[src/least_requested_window_picker_unit_assert.svh]
// ----------------------------------------------------------------------------
// Assertion macros for the window picker
// Clocked implication checks, held off while reset is asserted.
// ----------------------------------------------------------------------------
`ifndef LEAST_REQUESTED_WINDOW_PICKER_UNIT_ASSERT_SVH
`define LEAST_REQUESTED_WINDOW_PICKER_UNIT_ASSERT_SVH

// Check the consequent in the same cycle as the antecedent
`define LRWP_ASSERT_SAME(label, clk, rst_n, ante, cons, msg) \
    label: assert property (@(posedge clk) disable iff (!rst_n) (ante) |-> (cons)) \
        else $error(msg);

// Check the consequent in the cycle after the antecedent
`define LRWP_ASSERT_NEXT(label, clk, rst_n, ante, cons, msg) \
    label: assert property (@(posedge clk) disable iff (!rst_n) (ante) |=> (cons)) \
        else $error(msg);

`endif

[src/lrwp_pkg.sv]
// ----------------------------------------------------------------------------
// lrwp_pkg
// Sizes, control word layout and helpers shared by the window picker.
// ----------------------------------------------------------------------------
package lrwp_pkg;

    // Table geometry
    localparam int TABLE_BLOCKS = 256;
    localparam int COUNT_WIDTH  = 16;

    // Field widths fixed by the item format
    localparam int PEER_W   = 8;
    localparam int START_W  = 8;
    localparam int LENGTH_W = 9;

    // Derived widths
    localparam int IDX_W  = $clog2(TABLE_BLOCKS);
    localparam int LEN_W  = $clog2(TABLE_BLOCKS + 1);
    localparam int DIV_W  = (LEN_W > PEER_W + 1) ? LEN_W : PEER_W + 1;
    localparam int WIDE_W = ((LEN_W > LENGTH_W) ? LEN_W : LENGTH_W) + 1;
    localparam int SUM_W  = COUNT_WIDTH + LEN_W;
    localparam int COST_W = SUM_W + 1;
    localparam int STEP_W = 4;

    localparam logic [COUNT_WIDTH-1:0] COUNT_MAX = '1;

    // Datapath operations, one per microcode step
    typedef enum logic [3:0] {
        OP_NOP,
        OP_LOAD,
        OP_DIV,
        OP_SCAN_INIT,
        OP_RD,
        OP_COMPARE,
        OP_CLAIM_INIT,
        OP_CAN_INIT,
        OP_EMIT
    } dp_op_t;

    // What to do with the counter read issued in this step
    typedef enum logic [1:0] {
        RD_NONE,
        RD_ACC,
        RD_INC,
        RD_DEC
    } rd_kind_t;

    // Jump conditions
    typedef enum logic [3:0] {
        C_NEVER,
        C_ALWAYS,
        C_NO_INPUT,
        C_CANCEL,
        C_REM_GE,
        C_K_MORE,
        C_MORE_WIN,
        C_OUT_BUSY,
        C_COUNT_ZERO
    } cond_t;

    // Control word toward the datapath
    typedef struct packed {
        dp_op_t   op;
        rd_kind_t rd_kind;
    } ctrl_t;

    // Full microcode word
    typedef struct packed {
        ctrl_t             ctrl;
        cond_t             cond;
        logic [STEP_W-1:0] target;
    } ucode_t;

    // Status flags back to the sequencer
    typedef struct packed {
        logic no_input;
        logic is_cancel;
        logic rem_ge;
        logic k_more;
        logic more_win;
        logic out_busy;
        logic count_zero;
    } stat_t;

    // Fit a block index into the start field
    function automatic logic [START_W-1:0] to_start(input logic [IDX_W-1:0] idx);
        logic [IDX_W+START_W-1:0] ext;
        ext = (IDX_W + START_W)'(idx);
        return ext[START_W-1:0];
    endfunction

    // Fit a window length into the length field
    function automatic logic [LENGTH_W-1:0] to_length(input logic [LEN_W-1:0] len);
        logic [LEN_W+LENGTH_W-1:0] ext;
        ext = (LEN_W + LENGTH_W)'(len);
        return ext[LENGTH_W-1:0];
    endfunction

endpackage

[src/lrwp_ram.sv]
// ----------------------------------------------------------------------------
// lrwp_ram
// Generic single-write, single-read RAM with a registered read port.
// ----------------------------------------------------------------------------
module lrwp_ram #(
    parameter int WIDTH = 16,
    parameter int DEPTH = 256
) (
    input  logic                     clk,
    input  logic                     we,
    input  logic [$clog2(DEPTH)-1:0] waddr,
    input  logic [WIDTH-1:0]         wdata,
    input  logic                     re,
    input  logic [$clog2(DEPTH)-1:0] raddr,
    output logic [WIDTH-1:0]         rdata
);

    logic [WIDTH-1:0] mem [DEPTH];

    // Write and read ports
    always_ff @(posedge clk)
    begin
        if (we)
        begin
            mem[waddr] <= wdata;
        end
        if (re)
        begin
            rdata <= mem[raddr];
        end
    end

endmodule

[src/lrwp_seq.sv]
// ----------------------------------------------------------------------------
// lrwp_seq
// Microcode sequencer: step counter, control store and jump logic.
// ----------------------------------------------------------------------------
module lrwp_seq (
    input  logic           clk,
    input  logic           rst_n,
    input  lrwp_pkg::stat_t stat,
    output lrwp_pkg::ctrl_t ctrl,
    output logic           req_stall
);

    localparam logic [lrwp_pkg::STEP_W-1:0] ST_IDLE       = lrwp_pkg::STEP_W'(0);
    localparam logic [lrwp_pkg::STEP_W-1:0] ST_DISPATCH   = lrwp_pkg::STEP_W'(1);
    localparam logic [lrwp_pkg::STEP_W-1:0] ST_DIV        = lrwp_pkg::STEP_W'(2);
    localparam logic [lrwp_pkg::STEP_W-1:0] ST_SCAN_INIT  = lrwp_pkg::STEP_W'(3);
    localparam logic [lrwp_pkg::STEP_W-1:0] ST_SCAN       = lrwp_pkg::STEP_W'(4);
    localparam logic [lrwp_pkg::STEP_W-1:0] ST_SCAN_END   = lrwp_pkg::STEP_W'(5);
    localparam logic [lrwp_pkg::STEP_W-1:0] ST_COMPARE    = lrwp_pkg::STEP_W'(6);
    localparam logic [lrwp_pkg::STEP_W-1:0] ST_CLAIM_INIT = lrwp_pkg::STEP_W'(7);
    localparam logic [lrwp_pkg::STEP_W-1:0] ST_CLAIM      = lrwp_pkg::STEP_W'(8);
    localparam logic [lrwp_pkg::STEP_W-1:0] ST_CLAIM_END  = lrwp_pkg::STEP_W'(9);
    localparam logic [lrwp_pkg::STEP_W-1:0] ST_EMIT       = lrwp_pkg::STEP_W'(10);
    localparam logic [lrwp_pkg::STEP_W-1:0] ST_DONE       = lrwp_pkg::STEP_W'(11);
    localparam logic [lrwp_pkg::STEP_W-1:0] ST_CAN_INIT   = lrwp_pkg::STEP_W'(12);
    localparam logic [lrwp_pkg::STEP_W-1:0] ST_CAN_CHK    = lrwp_pkg::STEP_W'(13);
    localparam logic [lrwp_pkg::STEP_W-1:0] ST_CANCEL     = lrwp_pkg::STEP_W'(14);
    localparam logic [lrwp_pkg::STEP_W-1:0] ST_CAN_END    = lrwp_pkg::STEP_W'(15);

    logic [lrwp_pkg::STEP_W-1:0] pc_reg;
    logic [lrwp_pkg::STEP_W-1:0] pc_next;
    lrwp_pkg::ucode_t            uword;
    logic                        take;

    // Build one microcode word
    function automatic lrwp_pkg::ucode_t uw(
        input lrwp_pkg::dp_op_t          op,
        input lrwp_pkg::rd_kind_t        kind,
        input lrwp_pkg::cond_t           cond,
        input logic [lrwp_pkg::STEP_W-1:0] target
    );
        lrwp_pkg::ucode_t w;
        w.ctrl.op      = op;
        w.ctrl.rd_kind = kind;
        w.cond         = cond;
        w.target       = target;
        return w;
    endfunction

    // Control store
    function automatic lrwp_pkg::ucode_t rom(input logic [lrwp_pkg::STEP_W-1:0] pc);
        lrwp_pkg::ucode_t w;
        unique case (pc)
            ST_IDLE:       w = uw(lrwp_pkg::OP_LOAD, lrwp_pkg::RD_NONE,
                                  lrwp_pkg::C_NO_INPUT, ST_IDLE);
            ST_DISPATCH:   w = uw(lrwp_pkg::OP_NOP, lrwp_pkg::RD_NONE,
                                  lrwp_pkg::C_CANCEL, ST_CAN_INIT);
            ST_DIV:        w = uw(lrwp_pkg::OP_DIV, lrwp_pkg::RD_NONE,
                                  lrwp_pkg::C_REM_GE, ST_DIV);
            ST_SCAN_INIT:  w = uw(lrwp_pkg::OP_SCAN_INIT, lrwp_pkg::RD_NONE,
                                  lrwp_pkg::C_NEVER, ST_IDLE);
            ST_SCAN:       w = uw(lrwp_pkg::OP_RD, lrwp_pkg::RD_ACC,
                                  lrwp_pkg::C_K_MORE, ST_SCAN);
            ST_SCAN_END:   w = uw(lrwp_pkg::OP_NOP, lrwp_pkg::RD_NONE,
                                  lrwp_pkg::C_NEVER, ST_IDLE);
            ST_COMPARE:    w = uw(lrwp_pkg::OP_COMPARE, lrwp_pkg::RD_NONE,
                                  lrwp_pkg::C_MORE_WIN, ST_SCAN);
            ST_CLAIM_INIT: w = uw(lrwp_pkg::OP_CLAIM_INIT, lrwp_pkg::RD_NONE,
                                  lrwp_pkg::C_NEVER, ST_IDLE);
            ST_CLAIM:      w = uw(lrwp_pkg::OP_RD, lrwp_pkg::RD_INC,
                                  lrwp_pkg::C_K_MORE, ST_CLAIM);
            ST_CLAIM_END:  w = uw(lrwp_pkg::OP_NOP, lrwp_pkg::RD_NONE,
                                  lrwp_pkg::C_NEVER, ST_IDLE);
            ST_EMIT:       w = uw(lrwp_pkg::OP_EMIT, lrwp_pkg::RD_NONE,
                                  lrwp_pkg::C_OUT_BUSY, ST_EMIT);
            ST_DONE:       w = uw(lrwp_pkg::OP_NOP, lrwp_pkg::RD_NONE,
                                  lrwp_pkg::C_ALWAYS, ST_IDLE);
            ST_CAN_INIT:   w = uw(lrwp_pkg::OP_CAN_INIT, lrwp_pkg::RD_NONE,
                                  lrwp_pkg::C_NEVER, ST_IDLE);
            ST_CAN_CHK:    w = uw(lrwp_pkg::OP_NOP, lrwp_pkg::RD_NONE,
                                  lrwp_pkg::C_COUNT_ZERO, ST_IDLE);
            ST_CANCEL:     w = uw(lrwp_pkg::OP_RD, lrwp_pkg::RD_DEC,
                                  lrwp_pkg::C_K_MORE, ST_CANCEL);
            ST_CAN_END:    w = uw(lrwp_pkg::OP_NOP, lrwp_pkg::RD_NONE,
                                  lrwp_pkg::C_ALWAYS, ST_IDLE);
            default:       w = uw(lrwp_pkg::OP_NOP, lrwp_pkg::RD_NONE,
                                  lrwp_pkg::C_ALWAYS, ST_IDLE);
        endcase
        return w;
    endfunction

    // Fetch and decode the current step
    always_comb
    begin
        uword = rom(pc_reg);
        unique case (uword.cond)
            lrwp_pkg::C_NEVER:      take = 1'b0;
            lrwp_pkg::C_ALWAYS:     take = 1'b1;
            lrwp_pkg::C_NO_INPUT:   take = stat.no_input;
            lrwp_pkg::C_CANCEL:     take = stat.is_cancel;
            lrwp_pkg::C_REM_GE:     take = stat.rem_ge;
            lrwp_pkg::C_K_MORE:     take = stat.k_more;
            lrwp_pkg::C_MORE_WIN:   take = stat.more_win;
            lrwp_pkg::C_OUT_BUSY:   take = stat.out_busy;
            lrwp_pkg::C_COUNT_ZERO: take = stat.count_zero;
            default:                take = 1'b0;
        endcase
        pc_next = take ? uword.target : pc_reg + lrwp_pkg::STEP_W'(1);
    end

    assign ctrl      = uword.ctrl;
    assign req_stall = (pc_reg != ST_IDLE);

    // Advance the step counter
    always_ff @(posedge clk or negedge rst_n)
    begin
        if (!rst_n)
        begin
            pc_reg <= ST_IDLE;
        end
        else
        begin
            pc_reg <= pc_next;
        end
    end

endmodule

[src/lrwp_datapath.sv]
// ----------------------------------------------------------------------------
// lrwp_datapath
// Counter table, divider, window cost accumulator and result register.
// ----------------------------------------------------------------------------
`include "least_requested_window_picker_unit_assert.svh"

module lrwp_datapath (
    input  logic                              clk,
    input  logic                              rst_n,
    input  lrwp_pkg::ctrl_t                   ctrl,
    output lrwp_pkg::stat_t                   stat,
    input  logic                              req_valid,
    input  logic                              action,
    input  logic [lrwp_pkg::PEER_W-1:0]       peer_count,
    input  logic [lrwp_pkg::START_W-1:0]      cancel_start,
    input  logic [lrwp_pkg::LENGTH_W-1:0]     cancel_length,
    output logic                              rsp_valid,
    input  logic                              rsp_stall,
    output logic [lrwp_pkg::START_W-1:0]      window_start,
    output logic [lrwp_pkg::LENGTH_W-1:0]     window_length
);

    // Item and loop registers
    logic                               action_reg, action_next;
    logic [lrwp_pkg::START_W-1:0]       cstart_reg, cstart_next;
    logic [lrwp_pkg::LENGTH_W-1:0]      clen_reg, clen_next;
    logic [lrwp_pkg::DIV_W-1:0]         div_reg, div_next;
    logic [lrwp_pkg::DIV_W-1:0]         rem_reg, rem_next;
    logic [lrwp_pkg::LEN_W-1:0]         len_reg, len_next;
    logic [lrwp_pkg::LEN_W-1:0]         k_reg, k_next;
    logic [lrwp_pkg::LEN_W-1:0]         s_reg, s_next;
    logic [lrwp_pkg::IDX_W-1:0]         best_reg, best_next;
    logic [lrwp_pkg::COST_W-1:0]        best_cost_reg, best_cost_next;
    logic                               first_win_reg, first_win_next;
    logic [lrwp_pkg::SUM_W-1:0]         sum_reg, sum_next;
    logic [lrwp_pkg::COUNT_WIDTH-1:0]   min_reg, min_next;

    // Read tag, registered with the RAM read address to line up with the read data
    lrwp_pkg::rd_kind_t                 tag_kind_reg, tag_kind_next;
    logic                               tag_first_reg;
    logic [lrwp_pkg::IDX_W-1:0]         tag_addr_reg;

    // Per-entry written marks
    logic                               valid_reg [lrwp_pkg::TABLE_BLOCKS];
    logic                               valid_rd_reg;

    // Result register
    logic                               rsp_valid_reg, rsp_valid_next;
    logic [lrwp_pkg::START_W-1:0]       rsp_start_reg, rsp_start_next;
    logic [lrwp_pkg::LENGTH_W-1:0]      rsp_len_reg, rsp_len_next;

    // Combinational helpers
    logic [lrwp_pkg::WIDE_W-1:0]        base_w, addr_w, room_w, clen_w, cnt_w;
    logic [lrwp_pkg::IDX_W-1:0]         raddr;
    logic                               re, we;
    logic [lrwp_pkg::COUNT_WIDTH-1:0]   rdata, data_eff, wdata;
    logic [lrwp_pkg::COST_W-1:0]        cost;
    logic                               out_busy;

    // Counter RAM
    lrwp_ram #(
        .WIDTH (lrwp_pkg::COUNT_WIDTH),
        .DEPTH (lrwp_pkg::TABLE_BLOCKS)
    ) u_ram (
        .clk   (clk),
        .we    (we),
        .waddr (tag_addr_reg),
        .wdata (wdata),
        .re    (re),
        .raddr (raddr),
        .rdata (rdata)
    );

    // Form the read address from the base that the read kind selects
    always_comb
    begin
        unique case (ctrl.rd_kind)
            lrwp_pkg::RD_INC: base_w = lrwp_pkg::WIDE_W'(best_reg);
            lrwp_pkg::RD_DEC: base_w = lrwp_pkg::WIDE_W'(cstart_reg);
            default:          base_w = lrwp_pkg::WIDE_W'(s_reg);
        endcase
        addr_w = base_w + lrwp_pkg::WIDE_W'(k_reg);
        raddr  = addr_w[lrwp_pkg::IDX_W-1:0];
        re     = (ctrl.op == lrwp_pkg::OP_RD);
    end

    // Unwritten entries read as zero; build the write-back value
    always_comb
    begin
        data_eff = valid_rd_reg ? rdata : '0;
        we       = (tag_kind_reg == lrwp_pkg::RD_INC) || (tag_kind_reg == lrwp_pkg::RD_DEC);
        if (tag_kind_reg == lrwp_pkg::RD_INC)
        begin
            wdata = (data_eff == lrwp_pkg::COUNT_MAX) ? data_eff
                  : data_eff + lrwp_pkg::COUNT_WIDTH'(1);
        end
        else
        begin
            wdata = (data_eff == '0) ? data_eff : data_eff - lrwp_pkg::COUNT_WIDTH'(1);
        end
    end

    // Clip the cancel range to the table
    always_comb
    begin
        room_w = lrwp_pkg::WIDE_W'(lrwp_pkg::TABLE_BLOCKS) - lrwp_pkg::WIDE_W'(cstart_reg);
        clen_w = lrwp_pkg::WIDE_W'(clen_reg);
        if (lrwp_pkg::WIDE_W'(cstart_reg) >= lrwp_pkg::WIDE_W'(lrwp_pkg::TABLE_BLOCKS))
        begin
            cnt_w = '0;
        end
        else if (clen_w < room_w)
        begin
            cnt_w = clen_w;
        end
        else
        begin
            cnt_w = room_w;
        end
    end

    assign cost     = lrwp_pkg::COST_W'(sum_reg) + lrwp_pkg::COST_W'(min_reg);
    assign out_busy = rsp_valid_reg && rsp_stall;

    // Status toward the sequencer
    always_comb
    begin
        stat.no_input   = !req_valid;
        stat.is_cancel  = action_reg;
        stat.rem_ge     = (rem_reg >= div_reg);
        stat.k_more     = (k_reg != (len_reg - lrwp_pkg::LEN_W'(1)));
        stat.more_win   = ((lrwp_pkg::WIDE_W'(s_reg) + lrwp_pkg::WIDE_W'(len_reg))
                          < lrwp_pkg::WIDE_W'(lrwp_pkg::TABLE_BLOCKS));
        stat.out_busy   = out_busy;
        stat.count_zero = (len_reg == '0);
    end

    // Next-state logic for the datapath registers
    always_comb
    begin
        action_next    = action_reg;
        cstart_next    = cstart_reg;
        clen_next      = clen_reg;
        div_next       = div_reg;
        rem_next       = rem_reg;
        len_next       = len_reg;
        k_next         = k_reg;
        s_next         = s_reg;
        best_next      = best_reg;
        best_cost_next = best_cost_reg;
        first_win_next = first_win_reg;
        sum_next       = sum_reg;
        min_next       = min_reg;
        tag_kind_next  = re ? ctrl.rd_kind : lrwp_pkg::RD_NONE;
        rsp_valid_next = rsp_valid_reg && rsp_stall;
        rsp_start_next = rsp_start_reg;
        rsp_len_next   = rsp_len_reg;

        // Fold in the counter read issued last cycle
        if (tag_kind_reg == lrwp_pkg::RD_ACC)
        begin
            if (tag_first_reg)
            begin
                sum_next = lrwp_pkg::SUM_W'(data_eff);
                min_next = data_eff;
            end
            else
            begin
                sum_next = sum_reg + lrwp_pkg::SUM_W'(data_eff);
                min_next = (data_eff < min_reg) ? data_eff : min_reg;
            end
        end

        unique case (ctrl.op)
            lrwp_pkg::OP_LOAD:
            begin
                // Capture an item and set up the length division
                if (req_valid)
                begin
                    action_next = action;
                    cstart_next = cancel_start;
                    clen_next   = cancel_length;
                    div_next    = lrwp_pkg::DIV_W'(peer_count) + lrwp_pkg::DIV_W'(1);
                    rem_next    = lrwp_pkg::DIV_W'(lrwp_pkg::TABLE_BLOCKS);
                    len_next    = '0;
                end
            end
            lrwp_pkg::OP_DIV:
            begin
                // One subtraction per step
                if (rem_reg >= div_reg)
                begin
                    rem_next = rem_reg - div_reg;
                    len_next = len_reg + lrwp_pkg::LEN_W'(1);
                end
            end
            lrwp_pkg::OP_SCAN_INIT:
            begin
                s_next         = '0;
                k_next         = '0;
                first_win_next = 1'b1;
            end
            lrwp_pkg::OP_RD:
            begin
                k_next = k_reg + lrwp_pkg::LEN_W'(1);
            end
            lrwp_pkg::OP_COMPARE:
            begin
                // Keep the first window with the lowest cost
                if (first_win_reg || (cost < best_cost_reg))
                begin
                    best_next      = s_reg[lrwp_pkg::IDX_W-1:0];
                    best_cost_next = cost;
                end
                s_next         = s_reg + lrwp_pkg::LEN_W'(1);
                k_next         = '0;
                first_win_next = 1'b0;
            end
            lrwp_pkg::OP_CLAIM_INIT:
            begin
                k_next = '0;
            end
            lrwp_pkg::OP_CAN_INIT:
            begin
                k_next   = '0;
                len_next = cnt_w[lrwp_pkg::LEN_W-1:0];
            end
            lrwp_pkg::OP_EMIT:
            begin
                if (!out_busy)
                begin
                    rsp_valid_next = 1'b1;
                    rsp_start_next = lrwp_pkg::to_start(best_reg);
                    rsp_len_next   = lrwp_pkg::to_length(len_reg);
                end
            end
            default:
            begin
            end
        endcase
    end

    // Control registers
    always_ff @(posedge clk or negedge rst_n)
    begin
        if (!rst_n)
        begin
            tag_kind_reg  <= lrwp_pkg::RD_NONE;
            rsp_valid_reg <= 1'b0;
            for (int i = 0; i < lrwp_pkg::TABLE_BLOCKS; i++)
            begin
                valid_reg[i] <= 1'b0;
            end
        end
        else
        begin
            tag_kind_reg  <= tag_kind_next;
            rsp_valid_reg <= rsp_valid_next;
            if (we)
            begin
                valid_reg[tag_addr_reg] <= 1'b1;
            end
        end
    end

    // Payload registers
    always_ff @(posedge clk)
    begin
        action_reg    <= action_next;
        cstart_reg    <= cstart_next;
        clen_reg      <= clen_next;
        div_reg       <= div_next;
        rem_reg       <= rem_next;
        len_reg       <= len_next;
        k_reg         <= k_next;
        s_reg         <= s_next;
        best_reg      <= best_next;
        best_cost_reg <= best_cost_next;
        first_win_reg <= first_win_next;
        sum_reg       <= sum_next;
        min_reg       <= min_next;
        rsp_start_reg <= rsp_start_next;
        rsp_len_reg   <= rsp_len_next;
        if (re)
        begin
            tag_first_reg <= (k_reg == '0);
            tag_addr_reg  <= raddr;
            valid_rd_reg  <= valid_reg[raddr];
        end
    end

    assign rsp_valid     = rsp_valid_reg;
    assign window_start  = rsp_start_reg;
    assign window_length = rsp_len_reg;

    // The division always yields a window of at least one block
    `LRWP_ASSERT_SAME(a_len_nonzero, clk, rst_n, ctrl.op == lrwp_pkg::OP_SCAN_INIT,
        len_reg != '0, "window length is zero at scan start")

    // Every read stays inside the current run
    `LRWP_ASSERT_SAME(a_k_in_run, clk, rst_n, ctrl.op == lrwp_pkg::OP_RD,
        k_reg < len_reg, "read offset beyond run length")

    // Scanned windows fit in the table
    `LRWP_ASSERT_SAME(a_scan_fits, clk, rst_n,
        ctrl.op == lrwp_pkg::OP_COMPARE,
        (32'(s_reg) + 32'(len_reg)) <= 32'(lrwp_pkg::TABLE_BLOCKS),
        "scanned window runs past the table")

    // A write-back follows exactly one issued read
    `LRWP_ASSERT_NEXT(a_wb_follows_read, clk, rst_n,
        (ctrl.op == lrwp_pkg::OP_RD) && (ctrl.rd_kind != lrwp_pkg::RD_ACC),
        we && (tag_addr_reg == $past(raddr)), "write-back lost after read")

    // The chosen window fits in the table
    `LRWP_ASSERT_SAME(a_best_fits, clk, rst_n, ctrl.op == lrwp_pkg::OP_EMIT,
        (32'(best_reg) + 32'(len_reg)) <= 32'(lrwp_pkg::TABLE_BLOCKS),
        "chosen window runs past the table")

endmodule

[src/least_requested_window_picker_unit.sv]
// ----------------------------------------------------------------------------
// least_requested_window_picker_unit
// Picks the least requested window of blocks and tracks request counts.
//
//   channel   direction   handshake            fields
//   req       in          req_valid/req_stall  action, peer_count,
//                                              cancel_start, cancel_length
//   rsp       out         rsp_valid/rsp_stall  window_start, window_length
//
// A pick finds the window length L by L division steps, then reads the
// counters of every block in each of the W = 256 - L + 1 windows, claims
// the chosen window and emits it. A cancel decrements the counters of
// the blocks in range. The single read port of the counter RAM, read once
// per block per window, sets the time that a pick takes.
// Reset clears all counters at once through per-entry written marks.
// A stalled result holds in the output register; a new item is taken while
// it waits, and the next pick holds at its end until the register is free.
// ----------------------------------------------------------------------------
module least_requested_window_picker_unit (
    input  logic                          clk,
    input  logic                          rst_n,
    input  logic                          req_valid,
    output logic                          req_stall,
    input  logic                          action,
    input  logic [lrwp_pkg::PEER_W-1:0]   peer_count,
    input  logic [lrwp_pkg::START_W-1:0]  cancel_start,
    input  logic [lrwp_pkg::LENGTH_W-1:0] cancel_length,
    output logic                          rsp_valid,
    input  logic                          rsp_stall,
    output logic [lrwp_pkg::START_W-1:0]  window_start,
    output logic [lrwp_pkg::LENGTH_W-1:0] window_length
);

    lrwp_pkg::ctrl_t ctrl;
    lrwp_pkg::stat_t stat;

    // Step sequencer
    lrwp_seq u_seq (
        .clk       (clk),
        .rst_n     (rst_n),
        .stat      (stat),
        .ctrl      (ctrl),
        .req_stall (req_stall)
    );

    // Datapath and counter table
    lrwp_datapath u_dp (
        .clk           (clk),
        .rst_n         (rst_n),
        .ctrl          (ctrl),
        .stat          (stat),
        .req_valid     (req_valid),
        .action        (action),
        .peer_count    (peer_count),
        .cancel_start  (cancel_start),
        .cancel_length (cancel_length),
        .rsp_valid     (rsp_valid),
        .rsp_stall     (rsp_stall),
        .window_start  (window_start),
        .window_length (window_length)
    );

endmodule
[config.mk]
export PLATFORM = sky130hd
export DESIGN_NAME = least_requested_window_picker_unit
export DESIGN_NICKNAME = d
export VERILOG_FILES = /design/src/lrwp_pkg.sv /design/src/lrwp_ram.sv /design/src/lrwp_seq.sv /design/src/lrwp_datapath.sv /design/src/least_requested_window_picker_unit.sv
export VERILOG_INCLUDE_DIRS = /design/src /design/src/src
export SDC_FILE = /design/constraint.sdc
export NUM_CORES = 2
export LEC_CHECK = 0
export BUFFER_PORTS_ARGS = -buffer_cell sky130_fd_sc_hd__buf_4
export CAP_MARGIN = 40
export CORE_MARGIN = 2
export CORE_UTILIZATION = 55
export CTS_CLUSTER_SIZE = 10
export DETAILED_ROUTE_END_ITERATION = 8
export HOLD_SLACK_MARGIN = 0.03
export PLACE_DENSITY = 0.73
export SETUP_SLACK_MARGIN = 0.3
export SKIP_CTS_REPAIR_TIMING = 1
export SYNTH_ARGS = -nofsm -noshare
export SYNTH_HDL_FRONTEND = slang
export SYNTH_MEMORY_MAX_BITS = 65536
export SYNTH_SLANG_ARGS = --single-unit
[constraint.sdc]
create_clock -name clk -period 13.9 [get_ports clk]
set_input_delay 2.085 -clock clk [delete_from_list [all_inputs] [get_ports clk]]
set_output_delay 2.085 -clock clk [all_outputs]
set_load 0.02 [all_outputs]
# Word level (Yosys, flattened, before mapping)
# Memory sizes are Yosys's and may differ from the RTL's. A register that Yosys moved wholly into a read port is not among the register bits.
# Index checks and enable logic that the tools add are counted.
# Widths: inputs -> output; s select.
[op_classes]
muxes = 29
reduce_logical = 21
addsub = 14
bitwise_logic = 4
order_cmp = 8
eq_ne = 25
[ops]
columns = ["cell", "count"]
rows = [
  ["$or 256x256->256", 1],
  ["$mux 16", 7],
  ["$pmux 9 s2", 3],
  ["$mux 9", 5],
  ["$eq 4x3->1 const B", 8],
  ["$add 9x1->9 const B", 3],
  ["$pmux 9 s3", 1],
  ["$add 25x16->26", 1],
  ["$lt 26x26->1", 1],
  ["$add 25x16->25", 1],
  ["$ge 9x9->1 const B", 2],
  ["$logic_not 9->1", 2],
  ["$not 8->9", 2],
  ["$add 16x1->16 const B", 1],
  ["$eq 16x16->1 const B", 1],
  ["$eq 4x2->1 const B", 4],
  ["$logic_not 16->1", 1],
  ["$lt 16x16->1", 1],
  ["$pmux 8 s2", 1],
  ["$sub 16x1->16 const B", 1],
  ["$add 9x9->10", 1],
  ["$lt 10x9->1 const B", 1],
  ["$lt 9x10->1", 1],
  ["$sub 9x8->10 const A", 1],
  ["other kinds (30)", 50],
]
[word_totals]
input_bits = 30
ramBits = 4096
mem_bits_ro = 208
elab_cells = 381
output_inout_bits = 19
memories = 2
reg_bits = 429
[memory_table]
columns = ["name", "depth", "width", "read_ports", "rd_clocked_by_memory_dff", "write_ports", "line_no", "text"]
rows = [
  ["u_dp.u_ram.mem", 256, 16, 1, 1, 1, "lrwp_ram.sv:18", "logic [WIDTH-1:0] mem [DEPTH];"],
  ["(no name shown)", 16, 13, 1, 0, 0, "lrwp_seq.sv:53", "unique case (pc)"],
]

# Longest topological paths before layout
# An unclocked memory read counts as a cell.
[depth]
depth_word = 8
depth_mapped = 21
ltp_nobuf = 19

# By module
# From an unflattened synthesis, not the netlist that was laid out.
[hier_totals]
cells_unflattened = 9322
hier_area_um2 = 181886.9
[by_module_without_submodules]
columns = ["module", "area_per_inst_um2", "instances", "cells_each"]
rows = [
  ["lrwp_ram", 158874.9, 1, 7360],
  ["lrwp_datapath", 22377.7, 1, 1883],
  ["lrwp_seq", 634.4, 1, 79],
]

# Worst setup path after synthesis
# OpenSTA, ideal clock, no wires.
[synth_path]
kind = "register -> register"
startpoint = "reg u_dp.valid_rd_reg"
endpoint = "mem u_dp.u_ram.mem[0][1] (data pin)"
path_stages_with_launch = 11
setup_ps = 2236
synth_period_minus_slack_ps = 14683
n_path_buf = 3
slack_ps = -783
t_arrival_ps = 12446
path_cell_list = "edfxtp_1 clkbuf_1 clkbuf_1 nand2_1 inv_1 ha_1 nand4_1 nor2_1 a41oi_1 clkbuf_1 o31ai_1"
[synth_between]
elab_chain_cells = 4
word_cells_on_any_way = 8
classes_between = "add/sub (2); eq/ne (1); mux (4); reduce/logical (1)"
[synth_rtl]
columns = ["element", "line_no", "text"]
rows = [
  ["from (decl)", "lrwp_datapath.sv:45", "logic valid_rd_reg;"],
  ["from (signal assigned)", "lrwp_datapath.sv:288", "valid_rd_reg <= valid_reg[raddr];"],
  ["$mux 16 (*)", "lrwp_datapath.sv:90", "data_eff = valid_rd_reg ? rdata : '0;"],
  ["via u_dp.data_eff, one bit", "lrwp_datapath.sv:56", "logic [lrwp_pkg::COUNT_WIDTH-1:0] rdata, data_eff, wdata;"],
  ["$sub 16x1->16 (tied with other cells)", "lrwp_datapath.sv:99", "wdata = (data_eff == '0) ? data_eff : data_eff - lrwp_pkg::COUNT_WIDTH'(1);"],
  ["$mux 16 (on tied branches)", "lrwp_datapath.sv:99, lrwp_datapath.sv:94", ""],
  ["$mux 16 (*)", "lrwp_datapath.sv:92", "if (tag_kind_reg == lrwp_pkg::RD_INC)"],
  ["via u_dp.u_ram.wdata[1]", "lrwp_ram.sv:12", "input logic [WIDTH-1:0] wdata,"],
  ["to (decl)", "lrwp_ram.sv:18", ""],
]
# Mark *: on every way through the listed nets, which the timed path passes. The rest lies on a longest branch.

# Worst setup path in the final report
[layout_path]
startpoint = "reg u_seq.pc_reg[0] (netlist bit)"
endpoint = "reg u_dp.u_ram.rdata[9], read port of u_dp.u_ram.mem (data pin)"
[layout_between]
elab_chain_cells = 4
word_cells_on_any_way = 6
classes_between = "add/sub (1); eq/ne (3); mux (1); memory (1)"
[layout_rtl]
columns = ["element", "line_no", "text"]
rows = [
  ["from (decl)", "lrwp_seq.sv:30", "logic [lrwp_pkg::STEP_W-1:0] pc_reg;"],
  ["from (signal assigned)", "lrwp_seq.sv:123", "pc_reg <= pc_next;"],
  ["$mem_v2 16x13 (*)", "n/a", ""],
  ["$eq 2x2->1", "lrwp_datapath.sv:77", "unique case (ctrl.rd_kind)"],
  ["$pmux 8 s2", "lrwp_datapath.sv:77", ""],
  ["$add 8x8->8", "lrwp_datapath.sv:82", "addr_w = base_w + lrwp_pkg::WIDE_W'(k_reg);"],
  ["to (decl)", "lrwp_ram.sv:15", "output logic [WIDTH-1:0] rdata"],
]
# Mark *: on every way between the ends. The rest lies on a longest branch, timed or not.
# A chain may end at the register's enable or synchronous reset.

==> flow_summary.json <==
{
  "status": "finished, final reports clean",
  "arrival_ns": 9.03,
  "max_stage_delay_ns": 1.36,
  "end_kind": "register",
  "dp_hpwl_mm": 262.2,
  "min_path_cells": 1,
  "crit_end": "u_dp.u_ram.rdata[9]",
  "drv_cap": 0,
  "worst_clock_skew_ns": 0.06493,
  "num_vias": 94570,
  "die_area_sq_mm": 0.3317,
  "drive_gt1_frac": 0.2614,
  "synth-seq-area-share": 0.7506,
  "rsz0062_at_grt": "no",
  "vias_per_cell": 6.609,
  "worstPathCellList": "inv_1, ha_1, and3_1, nor2_4, nand2_1, nand2_1, ha_4, inv_1, fa_4, buf_12, buf_12, mux4_2, mux2i_1, mux2i_1, o2111ai_1, a22oi_1, a2bb2oi_1, and4_1",
  "die_height_microns": 576.0,
  "place_congestion": 0.8601,
  "yosys_warnings": 0,
  "grt_max_degree": 209,
  "r2r-start": "u_seq.pc_reg[0]",
  "core_area_sq_mm": 0.3263,
  "tritoncts": "yes",
  "synth_async_sr_flop_share": 0.05792,
  "r2r-end": "u_dp.u_ram.rdata[9]",
  "synth.cell_area_sq_mm": 0.1799,
  "final_nets": 9761,
  "timing.final.crit_share": 0.5853,
  "portBuffers": 48,
  "clockRootBuffer": "clkbuf_16",
  "clock.fmax_mhz": 122.9,
  "antenna_left": 0,
  "wl_mm": 455.3,
  "yosysUniqueCellTypes": 85,
  "post-route-drc-count": 0,
  "area_delta_synth_final_pct": 13.40,
  "synth_edf_count": 4278,
  "syn_nets": 9201,
  "numCtsBuffers": 529,
  "worstSkewPairLatency_ns": 1.05,
  "yosys-top-cells-area": "edfxtp_1 71%, mux4_2 14%, dfrtp_1 3.7%",
  "fin_setup_tns_ns": 0,
  "synth.most_common_cell": "edfxtp_1",
  "top_usage_layer": "met2",
  "grt_use_met2": 0.4193,
  "antenna_found_initial": 20,
  "ctsLongestPathBuffers": 4,
  "syn_inst": 9049,
  "startpoint_type": "register",
  "report.final.slew_viol_count": 0,
  "critical_path_peak_fanout": 114,
  "syn_area_per_cell_sq_um": 19.88,
  "cts.sinks": 4541,
  "critPathTopFamily": "adder cells",
  "critical_path.slowest_cell": "fa_4",
  "yosysTopAreaCell": "edfxtp_1",
  "io_pins": 49,
  "ys.flop_type": "edfxtp_1",
  "worstMarginPinSlew_ns": 1.320,
  "r2r_slack_ns": 5.76,
  "initial_core_util": 0.5513,
  "drt_iter0_drc": 13250,
  "yosysTopAreaCellShare": 0.7140,
  "netlist_top_cells_count": "4278 x edfxtp_1, 1122 x mux4_2, 720 x nand2_1",
  "die_w_microns": 576.0,
  "rows": 210,
  "grt_usage": 0.2740,
  "post_drt_wl_per_cell_microns": 31.82,
  "hp-class": "reg -> reg",
  "required_ns": 14.79,
  "grt_pass1_vias": 94740,
  "critPathKind": "reg -> reg",
  "synth_seq_cells": 4541,
  "cp.buffers_inverters": 4,
  "path_depth": 18,
  "htree_levels": 6,
  "finalHoldViolations": 0,
  "clk_pin_slew_ns": 0.05,
  "grt_overflow": 0,
  "drtPass1Iterations": 6,
  "grtUsageMet1": 0.3894,
  "setup_violations": 0,
  "largest_register_ffs": 4096,
  "fin_crit_ns": 8.136,
  "slew_headroom": 0.1202,
  "worstRegToRegCells": 18,
  "grt_pass1_wl_mm": 662.1,
  "grt_util_met3": 0.05917,
  "critPathLaunch": "u_seq.pc_reg[0]"
}
layout by cell type (no fill, tap or decap), types with 26 or more instances in the layout:
cell          n
nor2_2       48
nand3_1     173
nand4_1      55
buf_8        39
a31oi_1      47
o21ai_0      91
clkbuf_16   542
a22oi_1      39
a21oi_1      91
or2_2       259
mux2i_1     210
nor2_1      299
a21o_1       29
buf_12       28
buf_16       26
edfxtp_1   4278
buf_4       404
clkbuf_1    286
mux4_2     1122
a311oi_1     35
and3_1       51
inv_1       107
nand2_1     706
dfrtp_1     263
a32oi_1      87
xnor2_1      32
xor2_1       56
ha_1        117
worst min path at each step:
stage	startpoint	to	slack, ns
2_1_floorplan	u_dp.best_reg[7]	u_dp.window_start[7]	0.43
3_3_place_gp	u_dp.valid_reg[247]	u_dp.valid_reg[247]	0.44
3_5_place_dp	u_dp.valid_reg[121]	u_dp.valid_reg[121]	0.45
4_1_cts	u_dp.valid_reg[121]	u_dp.valid_reg[121]	0.46
5_1_grt	u_dp.valid_reg[196]	u_dp.valid_reg[196]	0.47
6_report	u_dp.valid_reg[42]	u_dp.valid_reg[42]	0.46
layer usage:
layer  part of all wire  vias up
met3               0.11      929
met4              0.043       12
li1                   -    37890
met2               0.47     6245
met1               0.37    49500
met5            0.00020        -
stage by stage:
stage,hold slack [ns],utilization,worst slack [ns],instance area [sq um],cells
finish,0.4582,0.6252,5.764,204000,14310
global route,0.4695,0.6252,5.635,204000,14310
CTS,0.4599,0.6249,5.992,203900,14300
detailed placement,0.4476,0.5781,6.037,188600,13420
global placement,0.4449,0.5735,6.098,187100,13330
floorplan,0.4266,-,2.195,179900,9049
kinds of logic after synthesis:
logic type               count (synthesis)  share of synthesized area
AND/OR/NAND/NOR                       1758                    0.04568
flip-flops                            4541                     0.7506
multiplexers                          1340                     0.1526
AO/OA/AOI/OAI                          589                    0.02331
buffers and inverters                  596                    0.01410
XOR/XNOR                               103                   0.005056
adder cells (fa/ha/maj)                122                   0.008651
layout make-up:
class                           count  area, sq um
Inverter                          113        439.2
Multi-Input combinational cell   3912        42780
Tap cell                         4346         5438
Clock buffer                      830        14660
Timing Repair Buffer              512         5025
Sequential cell                  4541       135000
Fill cell                       21420       122300
Clock inverter                     49        633.1
Antenna cell                        7        17.52
Power is not shown: default switching activity piles up to over one toggle a cycle in this logic, so the estimate is an artifact.
